[config.mk]
export PLATFORM = sky130hd
export DESIGN_NAME = damage_spike_window_detector
export DESIGN_NICKNAME = d
export VERILOG_FILES = /design/src/dswd_pkg.sv /design/src/damage_spike_window_detector.sv /design/src/dswd_ram.sv /design/src/dswd_mul.sv /design/src/dswd_fsm.sv
export SDC_FILE = /design/constraint.sdc
export NUM_CORES = 2
export LEC_CHECK = 0
export BUFFER_PORTS_ARGS = -buffer_cell sky130_fd_sc_hd__buf_2
export CORE_MARGIN = 5
export CORE_UTILIZATION = 30
export DETAILED_ROUTE_END_ITERATION = 10
export HOLD_SLACK_MARGIN = 0.12
export SLEW_MARGIN = 20
export SYNTH_ARGS = -nofsm -noshare
export SYNTH_HDL_FRONTEND = slang
export SYNTH_SLANG_ARGS = --single-unit
[constraint.sdc]
create_clock -name i_clk -period 11 [get_ports i_clk]
set_input_delay 1.1 -clock i_clk [delete_from_list [all_inputs] [get_ports i_clk]]
set_output_delay 1.1 -clock i_clk [all_outputs]
set_load 0.02 [all_outputs]
[src/dswd_pkg.sv]
// ----------------------------------------------------------------------------
// dswd_pkg: shared definitions for the damage spike window detector
// Widths, register reset values, sequencer states and the control and status
// bundles passed between the sequencer and the datapath.
// ----------------------------------------------------------------------------
package dswd_pkg;

    localparam int DATA_W           = 32;
    localparam int PCT_W            = 7;
    localparam int WIN_W            = 16;
    localparam int CFG_IDX_W        = 2;
    localparam int PROD_W           = DATA_W + PCT_W;
    localparam int HISTORY_DEPTH_DEF = 8;

    localparam logic [PCT_W-1:0] SPIKE_PCT_RST = 7'd5;
    localparam logic [PCT_W-1:0] CUM_PCT_RST   = 7'd12;
    localparam logic [PCT_W-1:0] SEV_PCT_RST   = 7'd20;
    localparam logic [WIN_W-1:0] WINDOW_RST    = 16'd3000;
    localparam logic [PCT_W-1:0] PCT_SCALE     = 7'd100;

    typedef enum logic [CFG_IDX_W-1:0] {
        CFG_SPIKE_PCT = 2'd0,
        CFG_CUM_PCT   = 2'd1,
        CFG_SEV_PCT   = 2'd2,
        CFG_WINDOW_MS = 2'd3
    } t_cfg_idx;

    typedef enum logic [1:0] {
        CAUSE_NONE  = 2'd0,
        CAUSE_SPIKE = 2'd1,
        CAUSE_CUM   = 2'd2,
        CAUSE_SEV   = 2'd3
    } t_cause;

    typedef enum logic [2:0] {
        ST_IDLE,
        ST_DECIDE,
        ST_RECORD,
        ST_MUL_REF,
        ST_MUL_AMT,
        ST_COMPARE,
        ST_SCAN,
        ST_DONE
    } t_state;

    typedef struct packed {
        logic   accept;
        logic   early;
        logic   near;
        logic   ge;
        logic   scan_last;
        t_cause test;
        logic   out_free;
    } t_status;

    typedef struct packed {
        logic in_ready;
        logic decide;
        logic record;
        logic mul_ref;
        logic mul_amt;
        logic compare;
        logic scan;
        logic done;
    } t_ctrl;

endpackage

[src/damage_spike_window_detector.sv]
// ----------------------------------------------------------------------------
// damage_spike_window_detector: level drop spike and window loss detector
// Tracks the last level sample and a ring of recent drops, and flags a
// single-sample spike, a windowed cumulative loss or a severe windowed loss.
// ----------------------------------------------------------------------------
// Each request takes one result transfer. The block handles one request at a
// time: it is ready only when idle. A clear request, a dead sample, a seeding
// sample or a zero maximum go from the decide step straight to the result
// load. A full sample passes through decide and record, the percent tests
// (one shared 32x7 multiplier forms the reference product and then the scaled
// amount, and a compare follows) and the ring scan, then the result load. The
// ring scan reads one ring slot per cycle from the drop memories and
// accumulates through a single saturating adder. A stalled result holds the
// block until the output register frees.
// The result sits in an output register, so the next request is accepted as
// soon as the result is loaded.
// There is no clearing pass after reset: each ring slot carries a valid bit.
// ----------------------------------------------------------------------------
module damage_spike_window_detector #(
    parameter int HISTORY_DEPTH = dswd_pkg::HISTORY_DEPTH_DEF
) (
    input  logic                            i_clk,
    input  logic                            i_rst_n,
    // Request channel
    input  logic                            i_valid,
    output logic                            o_ready,
    input  logic                            i_req_type,
    input  logic [dswd_pkg::DATA_W-1:0]     i_now_ms,
    input  logic [dswd_pkg::DATA_W-1:0]     i_level_now,
    input  logic [dswd_pkg::DATA_W-1:0]     i_level_max,
    input  logic                            i_is_alive,
    input  logic                            i_attacker_near,
    // Result channel
    output logic                            o_valid,
    input  logic                            i_ready,
    output logic                            o_trip,
    output logic [1:0]                      o_trip_cause,
    output logic [dswd_pkg::DATA_W-1:0]     o_window_loss,
    // Configuration write port
    input  logic                            i_cfg_we,
    input  logic [dswd_pkg::CFG_IDX_W-1:0]  i_cfg_idx,
    input  logic [dswd_pkg::WIN_W-1:0]      i_cfg_data
);

    localparam int IDXW = (HISTORY_DEPTH > 1) ? $clog2(HISTORY_DEPTH) : 1;
    localparam int CW   = $clog2(HISTORY_DEPTH + 2);
    localparam int DW   = dswd_pkg::DATA_W;

    // Configuration registers.
    logic [dswd_pkg::PCT_W-1:0] r_spike_pct;
    logic [dswd_pkg::PCT_W-1:0] r_cum_pct;
    logic [dswd_pkg::PCT_W-1:0] r_sev_pct;
    logic [dswd_pkg::WIN_W-1:0] r_window;

    always_ff @(posedge i_clk) begin
        if (!i_rst_n) begin
            r_spike_pct <= dswd_pkg::SPIKE_PCT_RST;
            r_cum_pct   <= dswd_pkg::CUM_PCT_RST;
            r_sev_pct   <= dswd_pkg::SEV_PCT_RST;
            r_window    <= dswd_pkg::WINDOW_RST;
        end else if (i_cfg_we) begin
            unique case (dswd_pkg::t_cfg_idx'(i_cfg_idx))
                dswd_pkg::CFG_SPIKE_PCT: r_spike_pct <= i_cfg_data[dswd_pkg::PCT_W-1:0];
                dswd_pkg::CFG_CUM_PCT:   r_cum_pct   <= i_cfg_data[dswd_pkg::PCT_W-1:0];
                dswd_pkg::CFG_SEV_PCT:   r_sev_pct   <= i_cfg_data[dswd_pkg::PCT_W-1:0];
                dswd_pkg::CFG_WINDOW_MS: r_window    <= i_cfg_data;
                default: ;
            endcase
        end
    end

    // Sequencer.
    dswd_pkg::t_ctrl   ctrl;
    dswd_pkg::t_status status;

    dswd_fsm u_fsm (
        .i_clk    (i_clk),
        .i_rst_n  (i_rst_n),
        .i_status (status),
        .o_ctrl   (ctrl)
    );

    // Captured request.
    logic          r_req;
    logic [DW-1:0] r_now;
    logic [DW-1:0] r_lvl;
    logic [DW-1:0] r_max;
    logic          r_alive;
    logic          r_near;

    logic accept;
    assign accept  = i_valid && ctrl.in_ready;
    assign o_ready = ctrl.in_ready;

    always_ff @(posedge i_clk) begin
        if (accept) begin
            r_req   <= i_req_type;
            r_now   <= i_now_ms;
            r_lvl   <= i_level_now;
            r_max   <= i_level_max;
            r_alive <= i_is_alive;
            r_near  <= i_attacker_near;
        end
    end

    // Level tracking and drop computation. A last level of zero means the
    // block is unseeded, so the sample only seeds it.
    logic [DW-1:0] r_last;
    logic [DW-1:0] r_drop;
    logic          early;

    assign early = r_req || !r_alive || (r_last == '0) || (r_max == '0);

    always_ff @(posedge i_clk) begin
        if (!i_rst_n) begin
            r_last <= '0;
        end else if (ctrl.decide && !r_req && r_alive) begin
            r_last <= r_lvl;
        end
    end

    always_ff @(posedge i_clk) begin
        if (ctrl.decide) begin
            r_drop <= (r_lvl < r_last) ? (r_last - r_lvl) : '0;
        end
    end

    // Drop ring: valid bits in flops, time and amount in memories.
    logic [HISTORY_DEPTH-1:0] r_valid;
    logic [IDXW-1:0]          r_slot;
    logic                     ring_we;
    logic [IDXW-1:0]          ring_raddr;
    logic [DW-1:0]            rd_time;
    logic [DW-1:0]            rd_amt;

    assign ring_we = ctrl.record && (r_drop != '0);

    always_ff @(posedge i_clk) begin
        if (!i_rst_n) begin
            r_valid <= '0;
            r_slot  <= '0;
        end else if (ctrl.decide && r_req) begin
            r_valid <= '0;
            r_slot  <= '0;
        end else if (ring_we) begin
            r_valid[r_slot] <= 1'b1;
            r_slot <= (r_slot == IDXW'(HISTORY_DEPTH - 1)) ? '0 : r_slot + 1'b1;
        end
    end

    dswd_ram #(
        .WIDTH (DW),
        .DEPTH (HISTORY_DEPTH)
    ) u_time_ram (
        .i_clk   (i_clk),
        .i_we    (ring_we),
        .i_waddr (r_slot),
        .i_wdata (r_now),
        .i_raddr (ring_raddr),
        .o_rdata (rd_time)
    );

    dswd_ram #(
        .WIDTH (DW),
        .DEPTH (HISTORY_DEPTH)
    ) u_amt_ram (
        .i_clk   (i_clk),
        .i_we    (ring_we),
        .i_waddr (r_slot),
        .i_wdata (r_drop),
        .i_raddr (ring_raddr),
        .o_rdata (rd_amt)
    );

    // Ring scan: address issue, memory read, age check, then accumulate.
    logic [CW-1:0]   r_cnt;
    logic            issue;
    logic            r_s1_vld;
    logic [IDXW-1:0] r_s1_idx;
    logic            r_s2_hit;
    logic [DW-1:0]   r_s2_amt;
    logic [DW-1:0]   r_sum;
    logic            r_loss_en;
    logic [DW:0]     sum_ext;
    logic [DW-1:0]   age;
    logic            scan_last;

    assign issue      = ctrl.scan && (r_cnt < CW'(HISTORY_DEPTH));
    assign ring_raddr = r_cnt[IDXW-1:0];
    assign scan_last  = ctrl.scan && (r_cnt == CW'(HISTORY_DEPTH + 1));
    assign age        = r_now - rd_time;
    assign sum_ext    = {1'b0, r_sum} + {1'b0, r_s2_amt};

    always_ff @(posedge i_clk) begin
        if (!i_rst_n) begin
            r_cnt    <= '0;
            r_s1_vld <= 1'b0;
            r_s2_hit <= 1'b0;
        end else begin
            if (ctrl.record) begin
                r_cnt <= '0;
            end else if (ctrl.scan) begin
                r_cnt <= r_cnt + 1'b1;
            end
            r_s1_vld <= issue;
            r_s2_hit <= r_s1_vld && r_valid[r_s1_idx]
                        && (age <= DW'(r_window));
        end
    end

    always_ff @(posedge i_clk) begin
        r_s1_idx <= ring_raddr;
        r_s2_amt <= rd_amt;
    end

    // The window sum saturates at all ones.
    always_ff @(posedge i_clk) begin
        if (ctrl.decide) begin
            r_sum     <= '0;
            r_loss_en <= 1'b0;
        end else begin
            if (ctrl.scan && r_s2_hit) begin
                r_sum <= sum_ext[DW] ? '1 : sum_ext[DW-1:0];
            end
            if (scan_last) begin
                r_loss_en <= 1'b1;
            end
        end
    end

    // Percent tests: 100 * amount >= pct * max, both products from one
    // shared multiplier. The reference product is held while the scaled
    // amount is formed.
    dswd_pkg::t_cause           r_test;
    logic [dswd_pkg::PCT_W-1:0] mul_b;
    logic [DW-1:0]              mul_a;
    logic [dswd_pkg::PROD_W-1:0] prod;
    logic [dswd_pkg::PROD_W-1:0] r_ref;
    logic                       ge;

    always_comb begin
        mul_a = r_max;
        mul_b = dswd_pkg::PCT_SCALE;
        if (ctrl.mul_amt) begin
            mul_a = (r_test == dswd_pkg::CAUSE_SPIKE) ? r_drop : r_sum;
        end else begin
            case (r_test)
                dswd_pkg::CAUSE_SPIKE: mul_b = r_spike_pct;
                dswd_pkg::CAUSE_CUM:   mul_b = r_cum_pct;
                default:               mul_b = r_sev_pct;
            endcase
        end
    end

    dswd_mul u_mul (
        .i_clk (i_clk),
        .i_a   (mul_a),
        .i_b   (mul_b),
        .o_p   (prod)
    );

    assign ge = prod >= r_ref;

    always_ff @(posedge i_clk) begin
        if (ctrl.mul_amt) begin
            r_ref <= prod;
        end
    end

    // Test selection and trip outcome.
    logic             r_trip;
    dswd_pkg::t_cause r_cause;

    always_ff @(posedge i_clk) begin
        if (!i_rst_n) begin
            r_test  <= dswd_pkg::CAUSE_SPIKE;
            r_trip  <= 1'b0;
            r_cause <= dswd_pkg::CAUSE_NONE;
        end else begin
            if (ctrl.decide) begin
                r_trip  <= 1'b0;
                r_cause <= dswd_pkg::CAUSE_NONE;
            end else if (ctrl.compare && ge) begin
                r_trip  <= 1'b1;
                r_cause <= r_test;
            end
            if (ctrl.record) begin
                r_test <= dswd_pkg::CAUSE_SPIKE;
            end else if (scan_last) begin
                r_test <= r_near ? dswd_pkg::CAUSE_SEV : dswd_pkg::CAUSE_CUM;
            end else if (ctrl.compare && !ge && (r_test == dswd_pkg::CAUSE_CUM)) begin
                r_test <= dswd_pkg::CAUSE_SEV;
            end
        end
    end

    // Output register.
    logic          r_ovld;
    logic          r_otrip;
    logic [1:0]    r_ocause;
    logic [DW-1:0] r_oloss;
    logic          out_free;

    assign out_free = !r_ovld || i_ready;

    always_ff @(posedge i_clk) begin
        if (!i_rst_n) begin
            r_ovld <= 1'b0;
        end else if (ctrl.done && out_free) begin
            r_ovld <= 1'b1;
        end else if (i_ready) begin
            r_ovld <= 1'b0;
        end
    end

    always_ff @(posedge i_clk) begin
        if (ctrl.done && out_free) begin
            r_otrip  <= r_trip;
            r_ocause <= r_cause;
            r_oloss  <= r_loss_en ? r_sum : '0;
        end
    end

    assign o_valid       = r_ovld;
    assign o_trip        = r_otrip;
    assign o_trip_cause  = r_ocause;
    assign o_window_loss = r_oloss;

    // Status back to the sequencer.
    always_comb begin
        status           = '0;
        status.accept    = accept;
        status.early     = early;
        status.near      = r_near;
        status.ge        = ge;
        status.scan_last = scan_last;
        status.test      = r_test;
        status.out_free  = out_free;
    end

`ifndef SYNTHESIS
    // A transfer in leaves the block busy on the next cycle.
    a_busy_after_accept: assert property (@(posedge i_clk) disable iff (!i_rst_n)
        (i_valid && o_ready) |=> !o_ready)
        else $error("block still ready after an input transfer");

    // A trip always carries a cause, and no trip carries none.
    a_trip_cause: assert property (@(posedge i_clk) disable iff (!i_rst_n)
        o_valid |-> (o_trip == (o_trip_cause != 2'(dswd_pkg::CAUSE_NONE))))
        else $error("trip flag and cause disagree");

    // A spike trip is decided before the window sum is formed.
    a_spike_no_loss: assert property (@(posedge i_clk) disable iff (!i_rst_n)
        (o_valid && (o_trip_cause == 2'(dswd_pkg::CAUSE_SPIKE))) |-> (o_window_loss == '0))
        else $error("spike trip reported a window loss");

    // The ring write pointer stays inside the ring.
    a_slot_range: assert property (@(posedge i_clk) disable iff (!i_rst_n)
        32'(r_slot) < HISTORY_DEPTH)
        else $error("ring write slot out of range");
`endif

endmodule

[src/dswd_ram.sv]
// ----------------------------------------------------------------------------
// dswd_ram: generic simple dual-port RAM
// One write port and one read port with registered read data.
// ----------------------------------------------------------------------------
module dswd_ram #(
    parameter int WIDTH = 32,
    parameter int DEPTH = 8,
    localparam int AW   = (DEPTH > 1) ? $clog2(DEPTH) : 1
) (
    input  logic             i_clk,
    input  logic             i_we,
    input  logic [AW-1:0]    i_waddr,
    input  logic [WIDTH-1:0] i_wdata,
    input  logic [AW-1:0]    i_raddr,
    output logic [WIDTH-1:0] o_rdata
);

    logic [WIDTH-1:0] r_mem [DEPTH];
    logic [WIDTH-1:0] r_rdata;

    always_ff @(posedge i_clk) begin
        if (i_we) begin
            r_mem[i_waddr] <= i_wdata;
        end
        r_rdata <= r_mem[i_raddr];
    end

    assign o_rdata = r_rdata;

endmodule

[src/dswd_mul.sv]
// ----------------------------------------------------------------------------
// dswd_mul: shared percent multiplier
// Multiplies a 32-bit operand by a 7-bit factor with a registered product.
// ----------------------------------------------------------------------------
module dswd_mul (
    input  logic                         i_clk,
    input  logic [dswd_pkg::DATA_W-1:0]  i_a,
    input  logic [dswd_pkg::PCT_W-1:0]   i_b,
    output logic [dswd_pkg::PROD_W-1:0]  o_p
);

    logic [dswd_pkg::PROD_W-1:0] r_p;

    always_ff @(posedge i_clk) begin
        r_p <= dswd_pkg::PROD_W'(i_a) * dswd_pkg::PROD_W'(i_b);
    end

    assign o_p = r_p;

endmodule

[src/dswd_fsm.sv]
// ----------------------------------------------------------------------------
// dswd_fsm: sequencer of the damage spike window detector
// Steps one request through decision, recording, the ring scan and the
// percent tests, and drives the datapath enables.
// ----------------------------------------------------------------------------
module dswd_fsm (
    input  logic              i_clk,
    input  logic              i_rst_n,
    input  dswd_pkg::t_status i_status,
    output dswd_pkg::t_ctrl   o_ctrl
);

    dswd_pkg::t_state r_state;
    dswd_pkg::t_state n_state;

    always_ff @(posedge i_clk) begin
        if (!i_rst_n) begin
            r_state <= dswd_pkg::ST_IDLE;
        end else begin
            r_state <= n_state;
        end
    end

    always_comb begin
        n_state = r_state;
        unique case (r_state)
            dswd_pkg::ST_IDLE: begin
                if (i_status.accept) n_state = dswd_pkg::ST_DECIDE;
            end
            dswd_pkg::ST_DECIDE: begin
                n_state = i_status.early ? dswd_pkg::ST_DONE : dswd_pkg::ST_RECORD;
            end
            dswd_pkg::ST_RECORD: begin
                n_state = i_status.near ? dswd_pkg::ST_SCAN : dswd_pkg::ST_MUL_REF;
            end
            dswd_pkg::ST_MUL_REF: begin
                n_state = dswd_pkg::ST_MUL_AMT;
            end
            dswd_pkg::ST_MUL_AMT: begin
                n_state = dswd_pkg::ST_COMPARE;
            end
            dswd_pkg::ST_COMPARE: begin
                if (i_status.ge) begin
                    n_state = dswd_pkg::ST_DONE;
                end else if (i_status.test == dswd_pkg::CAUSE_SPIKE) begin
                    n_state = dswd_pkg::ST_SCAN;
                end else if (i_status.test == dswd_pkg::CAUSE_CUM) begin
                    n_state = dswd_pkg::ST_MUL_REF;
                end else begin
                    n_state = dswd_pkg::ST_DONE;
                end
            end
            dswd_pkg::ST_SCAN: begin
                if (i_status.scan_last) n_state = dswd_pkg::ST_MUL_REF;
            end
            dswd_pkg::ST_DONE: begin
                if (i_status.out_free) n_state = dswd_pkg::ST_IDLE;
            end
            default: n_state = dswd_pkg::ST_IDLE;
        endcase
    end

    always_comb begin
        o_ctrl = '0;
        unique case (r_state)
            dswd_pkg::ST_IDLE:    o_ctrl.in_ready = 1'b1;
            dswd_pkg::ST_DECIDE:  o_ctrl.decide   = 1'b1;
            dswd_pkg::ST_RECORD:  o_ctrl.record   = 1'b1;
            dswd_pkg::ST_MUL_REF: o_ctrl.mul_ref  = 1'b1;
            dswd_pkg::ST_MUL_AMT: o_ctrl.mul_amt  = 1'b1;
            dswd_pkg::ST_COMPARE: o_ctrl.compare  = 1'b1;
            dswd_pkg::ST_SCAN:    o_ctrl.scan     = 1'b1;
            dswd_pkg::ST_DONE:    o_ctrl.done     = 1'b1;
            default:              o_ctrl = '0;
        endcase
    end

endmodule
After elaboration in Yosys (flattened, before gate mapping)
Memories as Yosys holds them, arrays and structs flattened. A register that Yosys moved wholly into a read port is not among the register bits.
Cells that the tools add are included.
- input bits: 122
- RAM bits: 512
- memories: 2
- register bits: 407
- memory list (memory ; depth ; bits a word ; rd ports ; clocked after Yosys merged registers in ; wr ports ; line ; RTL):
    u_amt_ram.r_mem ; 8 ; 32 ; 1 ; 1 ; 1 ; dswd_ram.sv:18 ; logic [WIDTH-1:0] r_mem [DEPTH];
    u_time_ram.r_mem ; 8 ; 32 ; 1 ; 1 ; 1 ; dswd_ram.sv:18 ;
- multiply operators: 1
- equal/unequal tests: 17
- add/sub/neg operators: 5
- order comparisons: 7
- bitwise gates (word level): 2
- multiplexer cells: 33
- reduce and logical (&&, ||, !) cells: 38
- operator list (cell ; number):
    $mux 32 ; 3
    $logic_not 32->1 ; 2
    $sub 32x32->32 ; 2
    $ge 39x39->1 ; 1
    $mul 32x7->39 ; 1
    $add 32x32->33 ; 1
    $le 32x16->1 ; 1
    $lt 32x32->1 ; 1
    $reduce_bool 32->1 ; 1
    $mux 3 ; 9
    $pmux 3 s8 ; 1
    $eq 3x3->1 const B ; 5
    $logic_and 1x1->1 ; 15
    $mux 1 ; 14
    $pmux 7 s2 ; 1
    $lt 3x4->1 const B ; 2
    $or 8x8->8 ; 1
    $reduce_and 2->1 ; 4
    $mux 7 ; 1
    $eq 2x2->1 const B ; 3
    $eq 3x2->1 const B ; 2
    $ne 2x2->1 const B ; 3
    $reduce_or 2->1 ; 3
    $add 4x1->4 const B ; 1
    16 further kinds ; 25

Depth between registers and ports, before layout
- word-level depth: 6
- mapped depth: 27
- mapped depth without buffers: 25

By module
From an unflattened synthesis, not the netlist that was laid out.
- cells, all modules: 3598
- area, all modules: 48084.9 um2
- by module, submodules not included (module ; instances ; area an instance (um2) ; sequential area each (um2) ; cells an instance):
    dswd_ram ; 2 ; 10466.3 ; 8328.0 ; 415
    damage_spike_window_detector ; 1 ; 19072.0 ; 9359.0 ; 1873
    dswd_mul ; 1 ; 7733.7 ; 780.7 ; 852
    dswd_fsm ; 1 ; 346.6 ; 60.1 ; 43

Worst setup path before layout
No wires, ideal clock.
- path type: register -> register
- from: register u_fsm.r_state[0]
- to: register u_mul.r_p (netlist bit u_mul.o_p[38])
- data arrival time: 6.495 ns
- path buffers: 1
- clock period less this slack: 6.616 ns
- library setup time: 0.120 ns
- stages on the path, launching flop included: 27
- path slack: 4.384 ns
- path through: dfxtp_1 inv_1 ha_1 nand2_1 inv_1 a211oi_1 clkbuf_1 nor2_1 fa_1 inv_1 fa_1 inv_1 fa_1 inv_1 fa_1 inv_1 ha_1 nand2_1 o21a_1 nor4b_1 nor4b_1 or4_1 and3_1 o21ai_1 a21o_1 a21oi_1 xnor2_1
- cells in the longest elaborated chain, start to end: 4
- ends and longest elaborated chain (element ; line ; RTL):
    start: declaration ; dswd_fsm.sv:13 ; dswd_pkg::t_state r_state;
    start signal: assignment ; dswd_fsm.sv:18 ; r_state <= dswd_pkg::ST_IDLE;
    start signal: assignment ; dswd_fsm.sv:20 ; r_state <= n_state;
    $eq 3x3->1 (*) ; dswd_fsm.sv:65 ; unique case (r_state)
    $mux 1 (*) ; dswd_fsm.sv:65 ;
    $mux 32 or $mux 7 (tied branches) ; damage_spike_window_detector.sv:244 ; if (ctrl.mul_amt) begin
    $mul 32x7->39 (*) ; dswd_mul.sv:15 ; r_p <= dswd_pkg::PROD_W'(i_a) * dswd_pkg::PROD_W'(i_b);
    end signal: assignment ; dswd_mul.sv:15 ;
    end: declaration ; dswd_mul.sv:12 ; logic [dswd_pkg::PROD_W-1:0] r_p;
Mark *: on every way between the ends. The rest lies on a longest branch, timed or not.
A chain may end at the register's enable or synchronous reset.

Worst setup path in the final report
Ends and elaborated chain as after synthesis.

==> flow_metrics.py <==
metrics = {
    "yosys": {
        "synth_cells": 3582,
        "synth.mux.area_fraction": 0.0891,
        "synth_top_family_by_area": "adder cells",
        "avgSynthCellArea_um2": 13.1,
        "ys_seq_area_frac": 0.571,
        "netlist_area_um2": 47100,
        "yosys.area_share.simple": 0.0894,
        "synth-adder-area-share": 0.122,
        "ys_warn_count": 0,
        "synth.net_count": 4073,
        "yosys_register_bits": 983,
        "synth_compound_area_frac": 0.0757,
        "synth-edff-count": 717,
        "synth-xor-area-share": 0.0197,
        "synthArstFlopShare": 0,
        "synthFlopType": "edfxtp_1",
        "synth_cell_types": 78,
    },
    "place": {
        "dp_hpwl_um": 80900,
        "gp_congestion": 0.855,
        "numPortBuffers": 158,
        "post_dp_cell_area_um2": 50400,
    },
    "sta": {
        "finalClockSkew_ns": 0.0258,
        "fmax_mhz": 126,
        "slew_headroom": 0.285,
        "rsz0062_at_grt": "false",
        "setup_viol_count_final": 0,
        "period_minus_slack_ns": 7.93,
        "fin_crit_sh": 0.721,
        "maxSlewViolCount": 0,
        "hold_slack_ns": 0.317,
        "hold_viol_final": 0,
        "tightest_slew_ns": 1.07,
        "timing.setup.tns_ns": 0,
    },
    "grt": {
        "grt_pass1_vias": 29000,
        "grt_overflow": 0,
        "antenna_found_initial": 17,
        "grt_max_degree": 81,
        "groute.usage.overall": 0.141,
        "grt_pass1_wl_um": 179000,
    },
    "critical_path": {
        "critical_path_arrival_ns": 8.49,
        "rr_worst_depth": 23,
        "r2r_end": "u_mul.o_p[38]",
        "critPathKind": "flop to flop",
        "cp_max_fo": 72,
        "startpoint_type": "flop",
        "required_ns": 11.56,
        "reg2reg_from": "u_fsm.r_state[0]",
        "end_kind": "flop",
        "r2r_setup_slack_ns": 3.07,
    },
    "clock_network": {
        "numCtsBuffers": 97,
        "clk_pin_slew_worst_paths_ns": 0.06,
        "cts_htree_levels": 3,
        "root_buffer": "clkbuf_16",
        "cts-resized-gates": 0,
        "cts_max_path_buffers": 3,
        "postCtsSetupBuffers": 0,
        "hold_buffers": 0,
        "numClockSinks": 983,
        "cts_tree": "done",
        "clock_latency_ns": 0.70,
    },
    "detailed_routing": {
        "ant_nets": 0,
        "via_count": 28300,
        "wl_per_cell_um": 19.8,
        "first_pass_iters": 5,
        "drt-total-wl_um": 117000,
        "drc": 0,
        "vias_per_cell": 4.80,
        "drt_iter0_markers": 2062,
    },
    "final_layout": {
        "diodes": 0,
        "drive_gt1_frac": 0.151,
        "mostFrequentLayoutCells": "edfxtp_1, nor2_1, inv_1, dfxtp_1, nand2_1",
        "layout_commonest_cell": "edfxtp_1",
        "fin_nets": 4247,
        "synthToLayoutAreaGrowth_pct": 14.0,
        "fin_area_um2": 53600,
    },
    "die": {
        "io_pins": 159,
        "core_area_um2": 156000,
        "fp.dieH_um": 406,
        "row_count": 145,
        "dieArea_um2": 165000,
        "die_w_um": 406,
        "start_util": 0.302,
    },
    "worst_hold_path": {
        "holdPathStages": 0,
        "min-delay-start": "u_amt_ram.o_rdata[14]",
        "min_to": "r_s2_amt[14]",
        "hold_path_class": "flop to flop",
    },
    "pwr": {
        "max-vdd-ir-drop_mv": 0.161,
        "p_leak_nw": 20.2,
        "power.density_nw_per_um2": 260,
    },
    "outcome": {
        "status": "finished clean",
    },
    "run": {
        "max-cap-violations": 0,
    },
}
## area by class of cell
| cell class | instances | area (um^2) |
|---|---|---|
| clock inverter | 39 | 541 |
| inverter | 289 | 1080 |
| sequential | 983 | 26900 |
| timing repair buffer | 199 | 1100 |
| multi-input combinational | 2186 | 18800 |
| clock buffer | 143 | 2700 |
| tap | 2058 | 2570 |
| fill | 15200 | 102000 |
## synth_stat cells (54+ instances only)
cell type,n,area share
a21o_1,54,0.0086
clkbuf_1,95,0.0076
edfxtp_1,717,0.46
inv_1,289,0.023
dfxtp_1,266,0.11
nand3_1,70,0.0074
mux4_2,130,0.062
mux2_2,65,0.016
nor2_1,327,0.026
fa_1,152,0.065
xnor2_1,56,0.010
a21oi_1,172,0.018
o21ai_0,110,0.012
nand2_1,226,0.018
ha_1,217,0.058
## critical path, cell delays in order (launching register included)
cell     delay, ns
dfxtp_1       0.40
inv_1         0.08
ha_1          0.24
nand2_4       0.31
buf_4         0.63
nand2_1       0.84
nor2_1        0.34
fa_1          0.47
fa_1          0.47
fa_1          0.55
inv_1         0.05
fa_1          0.52
inv_1         0.04
ha_1          0.40
nand4_1       0.19
nor2_1        0.19
nor4b_1       0.58
nor4b_1       0.17
or4_1         0.62
and3_1        0.19
o21ai_1       0.16
a21o_1        0.13
a21oi_1       0.07
xnor2_1       0.12
## metrics by stage
step	setup slack, ns	instances	total power, mW	util
global route	2.58	5897	14.9	0.344
floorplan	4.38	3582	9.12	-
global placement	3.27	5715	10.6	0.323
detailed placement	3.09	5715	10.6	0.323
CTS	3.06	5897	14.1	0.344
finish	3.07	5897	13.9	0.344
## worst max-delay path by stage
stage	startpoint	to	slack, ns	depth (start not counted)
after global placement	u_fsm.r_state[0]	u_mul.o_p[38]	3.27	23
after floorplan	u_fsm.r_state[0]	u_mul.o_p[38]	4.38	26
after detailed placement	u_fsm.r_state[0]	u_mul.o_p[38]	3.09	23
after CTS	u_fsm.r_state[0]	u_mul.o_p[38]	3.06	23
after global routing	u_fsm.r_state[0]	u_mul.o_p[38]	2.58	23
final	u_fsm.r_state[0]	u_mul.o_p[38]	3.07	23
## metal layers
layer  vias up  wire, um  track usage
li1      13300         -            -
met1     14000     52700        0.193
met2       730     55200        0.234
met3       182      5890       0.0221
met4         0      3050       0.0350
met5         -         0            0
## cells by family after synthesis
family          after synthesis
xor+xnor                    106
flops                       983
fa+ha+maj                   369
mux                         248
simple gates                904
compound gates              559
buf+inv                     413
## sequential cells by signal, indices dropped and copies added, names as in the netlist, 8 cells and up
| register | cells |
|---|---|
| r_max | 32 |
| o_window_loss | 32 |
| r_s2_amt | 32 |
| r_sum | 32 |
| u_mul.o_p | 39 |
| r_last | 32 |
| u_amt_ram.o_rdata | 32 |
| r_now | 32 |
| u_time_ram.o_rdata | 32 |
| u_amt_ram.r_mem | 256 |
| u_time_ram.r_mem | 256 |
| r_lvl | 32 |
| r_drop | 32 |
| r_valid | 8 |
| r_ref | 39 |
| r_window | 16 |
## power by group
group	internal [mW]	switching [mW]	leakage, nW	total (mW)
Clock	1.94	1.45	1.56	3.39
Sequential	4.75	0.505	8.67	5.26
Combinational	2.21	3.06	9.97	5.27
Total	8.90	5.02	20.2	13.9
No activity file was read; power rests on OpenSTA's default activity.
